File: config.mk
export PLATFORM = sky130hd
export DESIGN_NAME = bignum_term_decoder_core
export DESIGN_NICKNAME = d
export VERILOG_FILES = /design/src/hdl/btd_pkg.sv /design/src/hdl/btd_cfg_regs.sv /design/src/hdl/btd_in_stage.sv /design/src/hdl/btd_fsm.sv /design/src/hdl/btd_out_reg.sv /design/src/hdl/bignum_term_decoder_core.sv
export SDC_FILE = /design/constraint.sdc
export NUM_CORES = 1
export LEC_CHECK = 0
export BUFFER_PORTS_ARGS = -buffer_cell sky130_fd_sc_hd__buf_2
export CORE_AREA = 2 2 136 270
export CTS_CLUSTER_SIZE = 20
export DETAILED_ROUTE_END_ITERATION = 16
export DIE_AREA = 0 0 138 272
export PLACE_DENSITY = 0.54
export SYNTH_ARGS = -nofsm -noshare
export SYNTH_HDL_FRONTEND = slang
export SYNTH_HIERARCHICAL = 1
export SYNTH_SLANG_ARGS = --single-unit
File: constraint.sdc
create_clock -name clk -period 11.9 [get_ports clk]
set_clock_uncertainty 0.05 [all_clocks]
set_input_delay 2.38 -clock clk [delete_from_list [all_inputs] [get_ports clk]]
set_output_delay 2.38 -clock clk [all_outputs]
set_load 0.02 [all_outputs]
File: src/hdl/btd_pkg.sv
// Shared types, register indexes and result codes for the bignum term decoder.
`default_nettype none

package btd_pkg;

	localparam int unsigned CFG_INDEX_W = 2;
	localparam int unsigned CFG_DATA_W  = 32;
	localparam int unsigned OUT_DATA_W  = 88;

	// register indexes on the configuration channel
	localparam logic [CFG_INDEX_W-1:0] REG_SMALL_TAG       = 2'd0;
	localparam logic [CFG_INDEX_W-1:0] REG_LARGE_TAG       = 2'd1;
	localparam logic [CFG_INDEX_W-1:0] REG_EXPECTED_LENGTH = 2'd2;
	localparam logic [CFG_INDEX_W-1:0] REG_CAPTURE_ENABLE  = 2'd3;

	// result status codes
	localparam logic [1:0] ST_DIGIT   = 2'd0;
	localparam logic [1:0] ST_END     = 2'd1;
	localparam logic [1:0] ST_BAD_TAG = 2'd2;
	localparam logic [1:0] ST_LEN_ERR = 2'd3;

	typedef struct packed {
		logic [7:0]  small_tag;
		logic [7:0]  large_tag;
		logic [31:0] expected_length;
		logic        capture_enable;
	} btd_cfg_t;

	typedef struct packed {
		logic [1:0]  status;
		logic [15:0] digit_value;
		logic [30:0] digit_position;
		logic [7:0]  sign_value;
		logic [32:0] consumed_bytes;
		logic        last;
	} btd_result_t;

endpackage

`default_nettype wire

File: src/hdl/btd_cfg_regs.sv
// Configuration register file of the bignum term decoder.
`default_nettype none

module btd_cfg_regs
	import btd_pkg::*;
(
	input  wire logic                   clk,
	input  wire logic                   arst_n,
	input  wire logic                   cfg_valid,
	output logic                        cfg_ready,
	input  wire logic [CFG_INDEX_W-1:0] cfg_index,
	input  wire logic [CFG_DATA_W-1:0]  cfg_data,
	output btd_cfg_t                    cfg
);

	btd_cfg_t cfg_q;

	assign cfg_ready = 1'b1;
	assign cfg       = cfg_q;

	always_ff @(posedge clk or negedge arst_n) begin
		if (!arst_n) begin
			cfg_q.small_tag       <= 8'd110;
			cfg_q.large_tag       <= 8'd111;
			cfg_q.expected_length <= '0;
			cfg_q.capture_enable  <= 1'b1;
		end else if (cfg_valid) begin
			unique case (cfg_index)
				REG_SMALL_TAG:       cfg_q.small_tag       <= cfg_data[7:0];
				REG_LARGE_TAG:       cfg_q.large_tag       <= cfg_data[7:0];
				REG_EXPECTED_LENGTH: cfg_q.expected_length <= cfg_data[31:0];
				REG_CAPTURE_ENABLE:  cfg_q.capture_enable  <= cfg_data[0];
			endcase
		end
	end

endmodule

`default_nettype wire

File: src/hdl/btd_in_stage.sv
// Input register stage: holds one accepted byte until the decoder takes it.
`default_nettype none

module btd_in_stage
	import btd_pkg::*;
(
	input  wire logic       clk,
	input  wire logic       arst_n,
	input  wire logic       s_tvalid,
	output logic            s_tready,
	input  wire logic [7:0] s_tdata,
	input  wire logic       take,
	output logic            valid_s1,
	output logic [7:0]      byte_s1
);

	// refill in the same cycle the held byte is consumed
	assign s_tready = !valid_s1 || take;

	always_ff @(posedge clk or negedge arst_n) begin
		if (!arst_n) begin
			valid_s1 <= 1'b0;
		end else if (s_tready) begin
			valid_s1 <= s_tvalid;
		end
	end

	always_ff @(posedge clk) begin
		if (s_tready && s_tvalid) begin
			byte_s1 <= s_tdata;
		end
	end

endmodule

`default_nettype wire

File: src/hdl/btd_fsm.sv
// Term parser: state registers and the per-byte update that produces a result.
`default_nettype none

module btd_fsm
	import btd_pkg::*;
(
	input  wire logic       clk,
	input  wire logic       arst_n,
	input  wire btd_cfg_t   cfg,
	input  wire logic       fire,
	input  wire logic [7:0] data_byte,
	output logic            emit,
	output btd_result_t     res
);

	localparam logic [1:0] PH_TAG   = 2'd0;
	localparam logic [1:0] PH_LEN   = 2'd1;
	localparam logic [1:0] PH_SIGN  = 2'd2;
	localparam logic [1:0] PH_DIGIT = 2'd3;

	logic [1:0]  phase_q,    phase_n;
	logic [1:0]  len_left_q, len_left_n;
	logic [31:0] len_acc_q,  len_acc_n;
	logic [31:0] dig_left_q, dig_left_n;
	logic [7:0]  low_hold_q, low_hold_n;
	logic        parity_q,   parity_n;
	logic [30:0] dig_cnt_q,  dig_cnt_n;
	logic [7:0]  sign_q,     sign_n;
	logic [32:0] consumed_q, consumed_n;

	logic [32:0] consumed_inc;
	logic [31:0] acc_shift;
	logic        final_byte;

	assign consumed_inc = consumed_q + 33'd1;
	assign acc_shift    = {len_acc_q[23:0], data_byte};
	assign final_byte   = (dig_left_q == 32'd1);

	always_comb begin
		phase_n    = phase_q;
		len_left_n = len_left_q;
		len_acc_n  = len_acc_q;
		dig_left_n = dig_left_q;
		low_hold_n = low_hold_q;
		parity_n   = parity_q;
		dig_cnt_n  = dig_cnt_q;
		sign_n     = sign_q;
		consumed_n = consumed_q;
		emit       = 1'b0;
		res        = '0;

		unique case (phase_q)
			PH_LEN: begin
				consumed_n = consumed_inc;
				len_acc_n  = acc_shift;
				res.consumed_bytes = consumed_inc;
				if (len_left_q != 2'd0) begin
					len_left_n = len_left_q - 2'd1;
				end else if (cfg.capture_enable && acc_shift != cfg.expected_length) begin
					phase_n    = PH_TAG;
					emit       = 1'b1;
					res.status = ST_LEN_ERR;
					res.last   = 1'b1;
				end else begin
					phase_n = PH_SIGN;
				end
			end
			PH_SIGN: begin
				consumed_n = consumed_inc;
				sign_n     = data_byte;
				dig_left_n = len_acc_q;
				parity_n   = 1'b0;
				dig_cnt_n  = '0;
				low_hold_n = '0;
				res.consumed_bytes = consumed_inc;
				if (len_acc_q == 32'd0) begin
					phase_n        = PH_TAG;
					emit           = 1'b1;
					res.status     = ST_END;
					res.sign_value = data_byte;
					res.last       = 1'b1;
				end else begin
					phase_n = PH_DIGIT;
				end
			end
			PH_DIGIT: begin
				consumed_n = consumed_inc;
				dig_left_n = dig_left_q - 32'd1;
				res.consumed_bytes = consumed_inc;
				res.sign_value     = sign_q;
				if (final_byte) begin
					phase_n = PH_TAG;
				end
				if (!cfg.capture_enable) begin
					// skip mode: count bytes, report only the end
					parity_n = !parity_q;
					if (final_byte) begin
						emit       = 1'b1;
						res.status = ST_END;
						res.last   = 1'b1;
					end
				end else if (!parity_q) begin
					low_hold_n = data_byte;
					parity_n   = 1'b1;
					if (final_byte) begin
						// odd tail byte: high byte of the digit is zero
						dig_cnt_n          = dig_cnt_q + 31'd1;
						emit               = 1'b1;
						res.status         = ST_DIGIT;
						res.digit_value    = {8'd0, data_byte};
						res.digit_position = dig_cnt_q;
						res.last           = 1'b1;
					end
				end else begin
					parity_n           = 1'b0;
					dig_cnt_n          = dig_cnt_q + 31'd1;
					emit               = 1'b1;
					res.status         = ST_DIGIT;
					res.digit_value    = {data_byte, low_hold_q};
					res.digit_position = dig_cnt_q;
					res.last           = final_byte;
				end
			end
			PH_TAG: begin
				consumed_n = 33'd1;
				len_acc_n  = '0;
				dig_cnt_n  = '0;
				parity_n   = 1'b0;
				sign_n     = '0;
				// small form wins when both tags match
				priority if (data_byte == cfg.small_tag) begin
					len_left_n = 2'd0;
					phase_n    = PH_LEN;
				end else if (data_byte == cfg.large_tag) begin
					len_left_n = 2'd3;
					phase_n    = PH_LEN;
				end else begin
					phase_n            = PH_TAG;
					emit               = 1'b1;
					res.status         = ST_BAD_TAG;
					res.consumed_bytes = 33'd1;
					res.last           = 1'b1;
				end
			end
		endcase
	end

	always_ff @(posedge clk or negedge arst_n) begin
		if (!arst_n) begin
			phase_q    <= PH_TAG;
			len_left_q <= '0;
			len_acc_q  <= '0;
			dig_left_q <= '0;
			low_hold_q <= '0;
			parity_q   <= 1'b0;
			dig_cnt_q  <= '0;
			sign_q     <= '0;
			consumed_q <= '0;
		end else if (fire) begin
			phase_q    <= phase_n;
			len_left_q <= len_left_n;
			len_acc_q  <= len_acc_n;
			dig_left_q <= dig_left_n;
			low_hold_q <= low_hold_n;
			parity_q   <= parity_n;
			dig_cnt_q  <= dig_cnt_n;
			sign_q     <= sign_n;
			consumed_q <= consumed_n;
		end
	end

endmodule

`default_nettype wire

File: src/hdl/btd_out_reg.sv
// Result register: holds one result transaction until the receiver takes it.
`default_nettype none

module btd_out_reg
	import btd_pkg::*;
(
	input  wire logic          clk,
	input  wire logic          arst_n,
	input  wire logic          load,
	input  wire btd_result_t   res,
	output logic               space,
	output logic               m_tvalid,
	input  wire logic          m_tready,
	output logic [OUT_DATA_W-1:0] m_tdata,
	output logic [1:0]         m_tuser,
	output logic               m_tlast
);

	btd_result_t res_q;

	// free when empty or drained this cycle
	assign space    = !m_tvalid || m_tready;
	assign m_tdata  = {res_q.consumed_bytes, res_q.sign_value,
	                   res_q.digit_position, res_q.digit_value};
	assign m_tuser  = res_q.status;
	assign m_tlast  = res_q.last;

	always_ff @(posedge clk or negedge arst_n) begin
		if (!arst_n) begin
			m_tvalid <= 1'b0;
		end else if (load) begin
			m_tvalid <= 1'b1;
		end else if (m_tready) begin
			m_tvalid <= 1'b0;
		end
	end

	always_ff @(posedge clk) begin
		if (load) begin
			res_q <= res;
		end
	end

endmodule

`default_nettype wire

File: src/hdl/bignum_term_decoder_core.sv
// Bignum term decoder: parses tagged big integer terms into 16-bit digits.
//
// Input stream s_*: one byte of the serialized term per transaction.
// Output stream m_*: at most one result per input byte. m_tuser carries the
// status (digit, end, bad tag, length mismatch), m_tlast marks the final result
// of a term or an error. Bytes that end no digit, term or error give no result.
// Configuration channel cfg_*: always ready; write only while the block is idle.
// Index 0 small tag, 1 large tag, 2 expected length, 3 capture enable.
//
// Throughput is one byte per cycle while the result register has space. A byte
// is held in the input register, then the parser updates its state and the
// result register together; the result register drives m_*.
// When the receiver stalls, the result register holds and the input register
// still takes one more byte; s_tready drops only when both are full.
// Reset clears the parser to wait for a tag, drops all pending results and
// restores the register defaults (tags 110 and 111, length 0, capture on).
`default_nettype none

module bignum_term_decoder_core
	import btd_pkg::*;
(
	input  wire logic                   clk,
	input  wire logic                   arst_n,
	input  wire logic                   s_tvalid,
	output logic                        s_tready,
	input  wire logic [7:0]             s_tdata,   // data_byte
	output logic                        m_tvalid,
	input  wire logic                   m_tready,
	// digit_value, digit_position, sign_value, consumed_bytes
	output logic [OUT_DATA_W-1:0]       m_tdata,
	output logic [1:0]                  m_tuser,   // status
	output logic                        m_tlast,
	input  wire logic                   cfg_valid,
	output logic                        cfg_ready,
	input  wire logic [CFG_INDEX_W-1:0] cfg_index,
	input  wire logic [CFG_DATA_W-1:0]  cfg_data
);

	btd_cfg_t    cfg;
	btd_result_t res;
	logic        valid_s1;
	logic [7:0]  byte_s1;
	logic        space;
	logic        fire;
	logic        emit;

	assign fire = valid_s1 && space;

	btd_cfg_regs u_cfg (
		.clk       (clk),
		.arst_n    (arst_n),
		.cfg_valid (cfg_valid),
		.cfg_ready (cfg_ready),
		.cfg_index (cfg_index),
		.cfg_data  (cfg_data),
		.cfg       (cfg)
	);

	btd_in_stage u_in (
		.clk      (clk),
		.arst_n   (arst_n),
		.s_tvalid (s_tvalid),
		.s_tready (s_tready),
		.s_tdata  (s_tdata),
		.take     (fire),
		.valid_s1 (valid_s1),
		.byte_s1  (byte_s1)
	);

	btd_fsm u_fsm (
		.clk       (clk),
		.arst_n    (arst_n),
		.cfg       (cfg),
		.fire      (fire),
		.data_byte (byte_s1),
		.emit      (emit),
		.res       (res)
	);

	btd_out_reg u_out (
		.clk      (clk),
		.arst_n   (arst_n),
		.load     (fire && emit),
		.res      (res),
		.space    (space),
		.m_tvalid (m_tvalid),
		.m_tready (m_tready),
		.m_tdata  (m_tdata),
		.m_tuser  (m_tuser),
		.m_tlast  (m_tlast)
	);

endmodule

`default_nettype wire

==> flow_metrics.py, run 1 <==
metrics = {
    "floorplanning": {
        "die_w_microns": 138,
        "dieArea_sq_um": 37500,
        "rows": 98,
        "die_height_microns": 272,
        "pin_count": 141,
        "core_area_sq_um": 35600,
        "start_util": 0.393,
    },
    "route": {
        "viasPerCell": 5.47,
        "wl_per_cell_microns": 19.0,
        "wl_microns": 34900,
        "antenna_left": 0,
        "drc_errors": 0,
        "vias": 10031,
        "drtIter0Drc": 583,
        "drt_pass1_iterations": 5,
    },
    "synth": {
        "synth-edff-count": 99,
        "seq_area_frac_synth": 0.572,
        "synth-async-reset-ratio": 0.669,
        "synth-compound-area-share": 0.104,
        "synth_top_family_by_area": "simple AND/OR/NAND/NOR gates",
        "netlist_area_sq_um": 14000,
        "synth_area_leaders": "dfrtp_1 (34%), edfxtp_1 (21%), xnor2_1 (4.8%), mux2_2 (4.8%), nand2_1 (3.1%)",
        "synth_xor_area_frac": 0.0627,
        "synth_ff_type": "dfrtp_1",
        "syn_nets": 1304,
        "yosysTopAreaCellShare": 0.337,
        "synth-simple-area-share": 0.174,
        "synth.area.mux_share": 0.0578,
        "synth_area_per_cell_sq_um": 11.2,
        "synthAdderAreaFrac": 0.00448,
        "postSynthCellCount": 1252,
        "synth_top_area_cell": "dfrtp_1",
        "ys_warn_count": 6,
        "ys_ff_latch": 299,
        "synth_cell_type_count": 67,
    },
    "setup_path": {
        "slowest_delay_ps": 160,
        "r2r_slack_ps": 7720,
        "crit_buf_inv": 2,
        "r2r-end": "u_out/m_tdata[31]$_DFFE_PP_",
        "critical_path.max_fanout": 3,
        "path_cells": "buf_2, nand2b_4, and2_1, nand2b_4, buf_2",
        "start_kind": "input pin",
        "crit_family": "simple AND/OR/NAND/NOR gates",
        "cp.required_ps": 9470,
        "cp_data_arrival_time_ps": 3070,
        "cp_slowest_cell": "and2_1",
        "r2r_cells": 8,
        "crit_path_end_kind": "primary output",
        "crit_type": "in -> out",
        "r2r_start": "u_fsm/phase_q[0]$_DFFE_PN0P_",
    },
    "global_route": {
        "grt_pass1_vias": 10066,
        "grt_pass1_wl_microns": 56000,
        "grt_overflow_total": 0,
        "grt_util_all_layers": 0.184,
        "grt_antenna_before_repair": 0,
        "grt_max_degree": 70,
    },
    "timing": {
        "fin_crit_ps": 5500,
        "rsz0062_at_grt": "no",
        "max_freq_ghz": 0.182,
        "worstMarginPinSlew_ps": 1170,
        "tns_ps": 0,
        "drv_slew": 0,
        "hold_viol": 0,
        "setup_violations": 0,
        "fin_crit_sh": 0.462,
        "max-slew-margin-rel": 0.217,
    },
    "worst_hold_path": {
        "hold_class": "reg -> reg",
        "holdPathEnd": "u_fsm/len_left_q[0]$_DFFE_PN0P_",
        "whs_path_depth": 1,
        "hp-start": "u_fsm/len_left_q[0]$_DFFE_PN0P_",
    },
    "finish": {
        "layout.nets": 1415,
        "diodes": 0,
        "postLayoutCoreUtil": 0.449,
        "area_growth_pct": 14.4,
        "final_common_cell": "dfrtp_1",
        "drive_gt1_frac": 0.217,
        "layout_common_cells": "dfrtp_1 (188), buf_2 (138), nand2_1 (117)",
    },
    "pwr": {
        "p_per_area_nw_per_um2": 227,
        "p_int_mw": 2.26,
        "leakagePower_nw": 6.56,
        "swShare": 0.376,
        "pwr-share-seq": 0.450,
        "p_switching_mw": 1.36,
        "p_clk_frac": 0.246,
        "irDropWorstVdd_v": 0.000133,
        "combinationalPowerShare": 0.305,
        "total_power_mw": 3.62,
    },
    "cts": {
        "ctsRootBufferMaster": "clkbuf_16",
        "clock-sinks": 299,
        "ctsHoldBuffers": 0,
        "clk_path_buf_depth": 3,
        "clk_pin_slew_ps": 70,
        "post_cts_resize_count": 0,
        "h-tree-depth": 1,
        "cts_tree": "done",
        "cts_buffers": 28,
        "cts_setup_buffers": 0,
        "clkLatencyLatePin_ps": 570,
    },
    "run_status": {
        "status": "finished clean",
    },
    "job": {
        "drv_cap": 0,
    },
    "placed_design": {
        "place.gp.congestion": 0.827,
        "hpwl_microns": 24200,
        "port_buffers": 139,
    },
}
## through the flow
step / setup slack [ps] / std cells / hold WS, ps / area (sq um)
6_report: 6400 / 1835 / 433 / 16000
3_3_place_gp: 6190 / 1783 / 414 / 15100
5_1_grt: 6370 / 1835 / 453 / 16000
4_1_cts: 6400 / 1835 / 436 / 16000
2_1_floorplan: 6570 / 1252 / 395 / 14000
3_5_place_dp: 6190 / 1783 / 420 / 15100
## worst reg2reg max path: stages, from the launching register on
cell and delay, ps:
dfrtp_1 320, buf_4 470, clkinv_1 420, nor2_1 170
buf_4 310, nand2_1 340, o211ai_1 460, and3_4 510
buf_4 700
## worst max-delay path by stage
stage	start	end	slack, ps	cells past startpoint
3_3_place_gp	m_tready	u_fsm/dig_left_q[22]$_DFFE_PN0P_	6190	9
2_1_floorplan	m_tready	s_tready	6570	3
6_report	m_tready	s_tready	6400	5
4_1_cts	m_tready	s_tready	6400	5
3_5_place_dp	m_tready	u_fsm/dig_left_q[22]$_DFFE_PN0P_	6190	9
5_1_grt	m_tready	s_tready	6370	5
## synth_stat cells, types with 9 or more instances
| cell type | n |
|---|---|
| dfrtp_1 | 188 |
| nand2_1 | 117 |
| edfxtp_1 | 99 |
| nor2_1 | 87 |
| xnor2_1 | 77 |
| o21ai_0 | 66 |
| mux2_2 | 59 |
| clkbuf_1 | 58 |
| and3_1 | 54 |
| a21oi_1 | 50 |
| nand3_1 | 46 |
| a22o_1 | 37 |
| nand4_1 | 35 |
| nor3_1 | 29 |
| o22ai_1 | 27 |
| nor4_1 | 26 |
| xor2_1 | 23 |
| or3_1 | 13 |
| dfstp_2 | 12 |
| mux2i_1 | 12 |
| inv_1 | 11 |
| nor2b_1 | 9 |
## flip-flops by register name (all words and copies together), names as in the netlist, 2 cells and up
signal and cells:
u_cfg/cfg 49, u_fsm/low_hold_q 8, u_fsm/len_left_q 2, u_fsm/dig_left_q 32, u_in/byte_s1 8, u_fsm/dig_cnt_q 31, u_fsm/phase_q 2, u_fsm/consumed_q 33
u_fsm/len_acc_q 32, u_out/m_tdata 88, u_fsm/sign_q 8, u_out/m_tuser 2
## cells by family (layout without fill, tap and decap cells)
group / after synthesis / count (layout)
AND/OR/NAND/NOR: 464 / 464
multiplexers: 73 / 73
flip-flops: 299 / 299
XOR/XNOR: 100 / 100
other: 1 / 1
AO/OA/AOI/OAI: 225 / 225
buffers and inverters: 85 / 218
adder cells (fa/ha/maj): 5 / 5
## power by group through the flow
| stage | combinational [mW] | clock (mW) | sequential, mW |
|---|---|---|---|
| floorplan | 0.754 | 0 | 1.63 |
| global placement | 1.10 | 0 | 1.65 |
| detailed placement | 1.12 | 0 | 1.65 |
| CTS | 1.12 | 0.915 | 1.63 |
| global route | 1.23 | 0.961 | 1.67 |
| finish | 1.10 | 0.890 | 1.63 |
## area by class of cell
type,instances,area (sq um)
flip-flops and latches,299,7990
clock buffers,34,733
clock inverters,18,171
repair buffers,154,817
fillers,3429,19600
well taps,450,563
multi-input cells,868,5650
inverters,12,45.0
## metal layers
layer	global-route usage	wire, microns	part of all wire	vias up
met3	0.0216	1170	0.033	61
met4	0.0653	1040	0.030	0
li1	-	-	-	4791
met1	0.207	13200	0.38	4968
met2	0.356	19500	0.56	211
met5	0	0	0	-
Note: power is estimated with default switching activity, not from simulation.
==> run 2, diff against run 1 <==
PLACE_DENSITY = 0.56   (was 0.54)
clock period = 4.9 ns   (was 11.9 ns; I/O delays follow)
==> run 2 against run 1 <==
Flip-flop and latch count stayed put. Core utilization up 0.13 points. Die area unchanged. Hold slack worse by 3.8 ps. Worst setup slack got worse by 5100 ps. Sequential power grew 140%. Final cell count unchanged. Global-route usage shrank 0.17 points. Critical path depth rose by 2. Via count is 0.30% higher. Combinational power grew 150%. Register-to-register slack worse by 6400 ps.
==> flow_metrics.py, run 2 (synthesis results as in run 1) <==
metrics = {
    "cts": {
        "h-tree-depth": 1,
        "ctsRootBufferMaster": "clkbuf_16",
        "cts_setup_buffers": 0,
        "cts_buffers": 28,
        "clkLatencyLatePin_ps": 580,
        "post_cts_resize_count": 0,
        "ctsHoldBuffers": 0,
        "clk_pin_slew_ps": 70,
        "clk_path_buf_depth": 3,
        "clock-sinks": 299,
        "cts_tree": "done",
    },
    "global_route": {
        "grt_overflow_total": 0,
        "grt_util_all_layers": 0.183,
        "grt_pass1_wl_microns": 55100,
        "grt_max_degree": 97,
        "grt_pass1_vias": 9911,
        "grt_antenna_before_repair": 0,
    },
    "placed_design": {
        "place.gp.congestion": 0.835,
        "pre_cts_slack_ps": 1360,
        "place_area_sq_um": 15100,
        "port_buffers": 139,
        "hpwl_microns": 24800,
    },
    "pwr": {
        "irDropWorstVdd_v": 0.000331,
        "combinationalPowerShare": 0.304,
        "leakagePower_nw": 6.58,
        "p_switching_mw": 3.31,
        "p_per_area_nw_per_um2": 554,
        "swShare": 0.373,
        "pwr-share-seq": 0.448,
        "p_clk_frac": 0.249,
        "p_int_mw": 5.57,
    },
    "setup_path": {
        "critical_path.max_fanout": 24,
        "r2r-end": "u_out/m_tdata[26]$_DFFE_PP_",
        "r2r_start": "u_fsm/dig_left_q[21]$_DFFE_PN0P_",
        "r2r_slack_ps": 1330,
        "start_kind": "register",
        "crit_path_end_kind": "register",
        "cp_data_arrival_time_ps": 3750,
        "r2r_cells": 7,
        "cp.required_ps": 5080,
        "crit_type": "reg -> reg",
    },
    "floorplanning": {
        "die_w_microns": 138,
        "dieArea_sq_um": 37500,
        "die_height_microns": 272,
        "start_util": 0.393,
        "rows": 98,
        "pin_count": 141,
        "core_area_sq_um": 35600,
    },
    "finish": {
        "fillers": 3423,
        "largest_reg_flops": 88,
        "postLayoutCoreUtil": 0.451,
        "area_growth_pct": 14.7,
        "final_area_sq_um": 16000,
        "final_common_cell": "dfrtp_1",
        "layout.nets": 1416,
        "regArea_sq_um": 7990,
        "multi_input_area_sq_um": 5650,
        "layout_common_cells": "dfrtp_1 (188), buf_2 (138), nand2_1 (117)",
        "drive_gt1_frac": 0.217,
        "diodes": 0,
    },
    "route": {
        "wl_microns": 34900,
        "drt_pass1_iterations": 5,
        "drc_errors": 0,
        "drtIter0Drc": 727,
        "antenna_left": 0,
        "vias": 10061,
        "wl_per_cell_microns": 19.0,
        "viasPerCell": 5.48,
    },
    "timing": {
        "rsz0062_at_grt": "no",
        "hold_viol": 0,
        "max_freq_ghz": 0.280,
        "fin_crit_ps": 3570,
        "drv_slew": 0,
        "max-slew-margin-rel": 0.225,
        "worstMarginPinSlew_ps": 1160,
        "tns_ps": 0,
        "setup_violations": 0,
        "postLayoutSetupSlackWorst_ps": 1330,
        "fin_crit_sh": 0.728,
    },
    "job": {
        "drv_cap": 0,
    },
    "run_status": {
        "status": "finished clean",
    },
    "worst_hold_path": {
        "hold_class": "in -> async",
    },
}
-- run 2: area by class of cell --
| class | count | area share |
|---|---|---|
| timing repair buffer | 155 | 0.0522 |
| multi-input combinational | 868 | 0.353 |
| tap | 450 | 0.0351 |
| inverter | 12 | 0.00281 |
| sequential | 299 | 0.499 |
| clock buffer | 39 | 0.0476 |
| clock inverter | 12 | 0.0106 |
-- run 2: routing by layer --
| layer | vias to the layer above | share of wire | global-route usage |
|---|---|---|---|
| li1 | 4820 | - | - |
| met1 | 4953 | 0.37 | 0.199 |
| met2 | 224 | 0.56 | 0.353 |
| met3 | 64 | 0.033 | 0.0199 |
| met4 | 0 | 0.042 | 0.0798 |
| met5 | - | 0 | 0 |
-- run 2: critical path, stage by stage, from the launching register on --
cell and delay (ps):
dfrtp_1 430, or4_4 580, or4_4 550, nor3_1 430
a21boi_0 220, o211ai_1 130, and3_4 440, buf_4 370
-- run 2: worst max path at each step --
stage | slack (ps) | cells after the start | start | to
floorplan | 780 | 8 | u_fsm/dig_left_q[14]$_DFFE_PN0P_ | u_out/m_tdata[0]$_DFFE_PP_
global placement | 1410 | 7 | u_fsm/dig_left_q[14]$_DFFE_PN0P_ | u_out/m_tdata[23]$_DFFE_PP_
detailed placement | 1360 | 7 | u_fsm/dig_left_q[14]$_DFFE_PN0P_ | u_out/m_tdata[25]$_DFFE_PP_
CTS | 1320 | 7 | u_fsm/dig_left_q[21]$_DFFE_PN0P_ | u_out/m_tdata[25]$_DFFE_PP_
global route | 1220 | 7 | u_fsm/dig_left_q[21]$_DFFE_PN0P_ | u_out/m_tdata[22]$_DFFE_PP_
finish | 1330 | 7 | u_fsm/dig_left_q[21]$_DFFE_PN0P_ | u_out/m_tdata[26]$_DFFE_PP_
-- run 2: metrics by stage --
stage	power [mW]	hold slack, ps	cells
after floorplan	5.78	395	1252
after global placement	6.67	416	1784
after detailed placement	6.74	421	1784
after CTS	8.97	436	1835
after global routing	9.37	459	1835
final	8.88	429	1835
-- run 2: power by group through the flow --
stage / Sequential [mW] / Clock [mW] / Combinational [mW]
3_3_place_gp: 4.01 / 0 / 2.66
4_1_cts: 3.98 / 2.27 / 2.72
3_5_place_dp: 4.03 / 0 / 2.71
2_1_floorplan: 3.94 / 0 / 1.83
6_report: 3.97 / 2.21 / 2.70
5_1_grt: 4.05 / 2.35 / 2.97
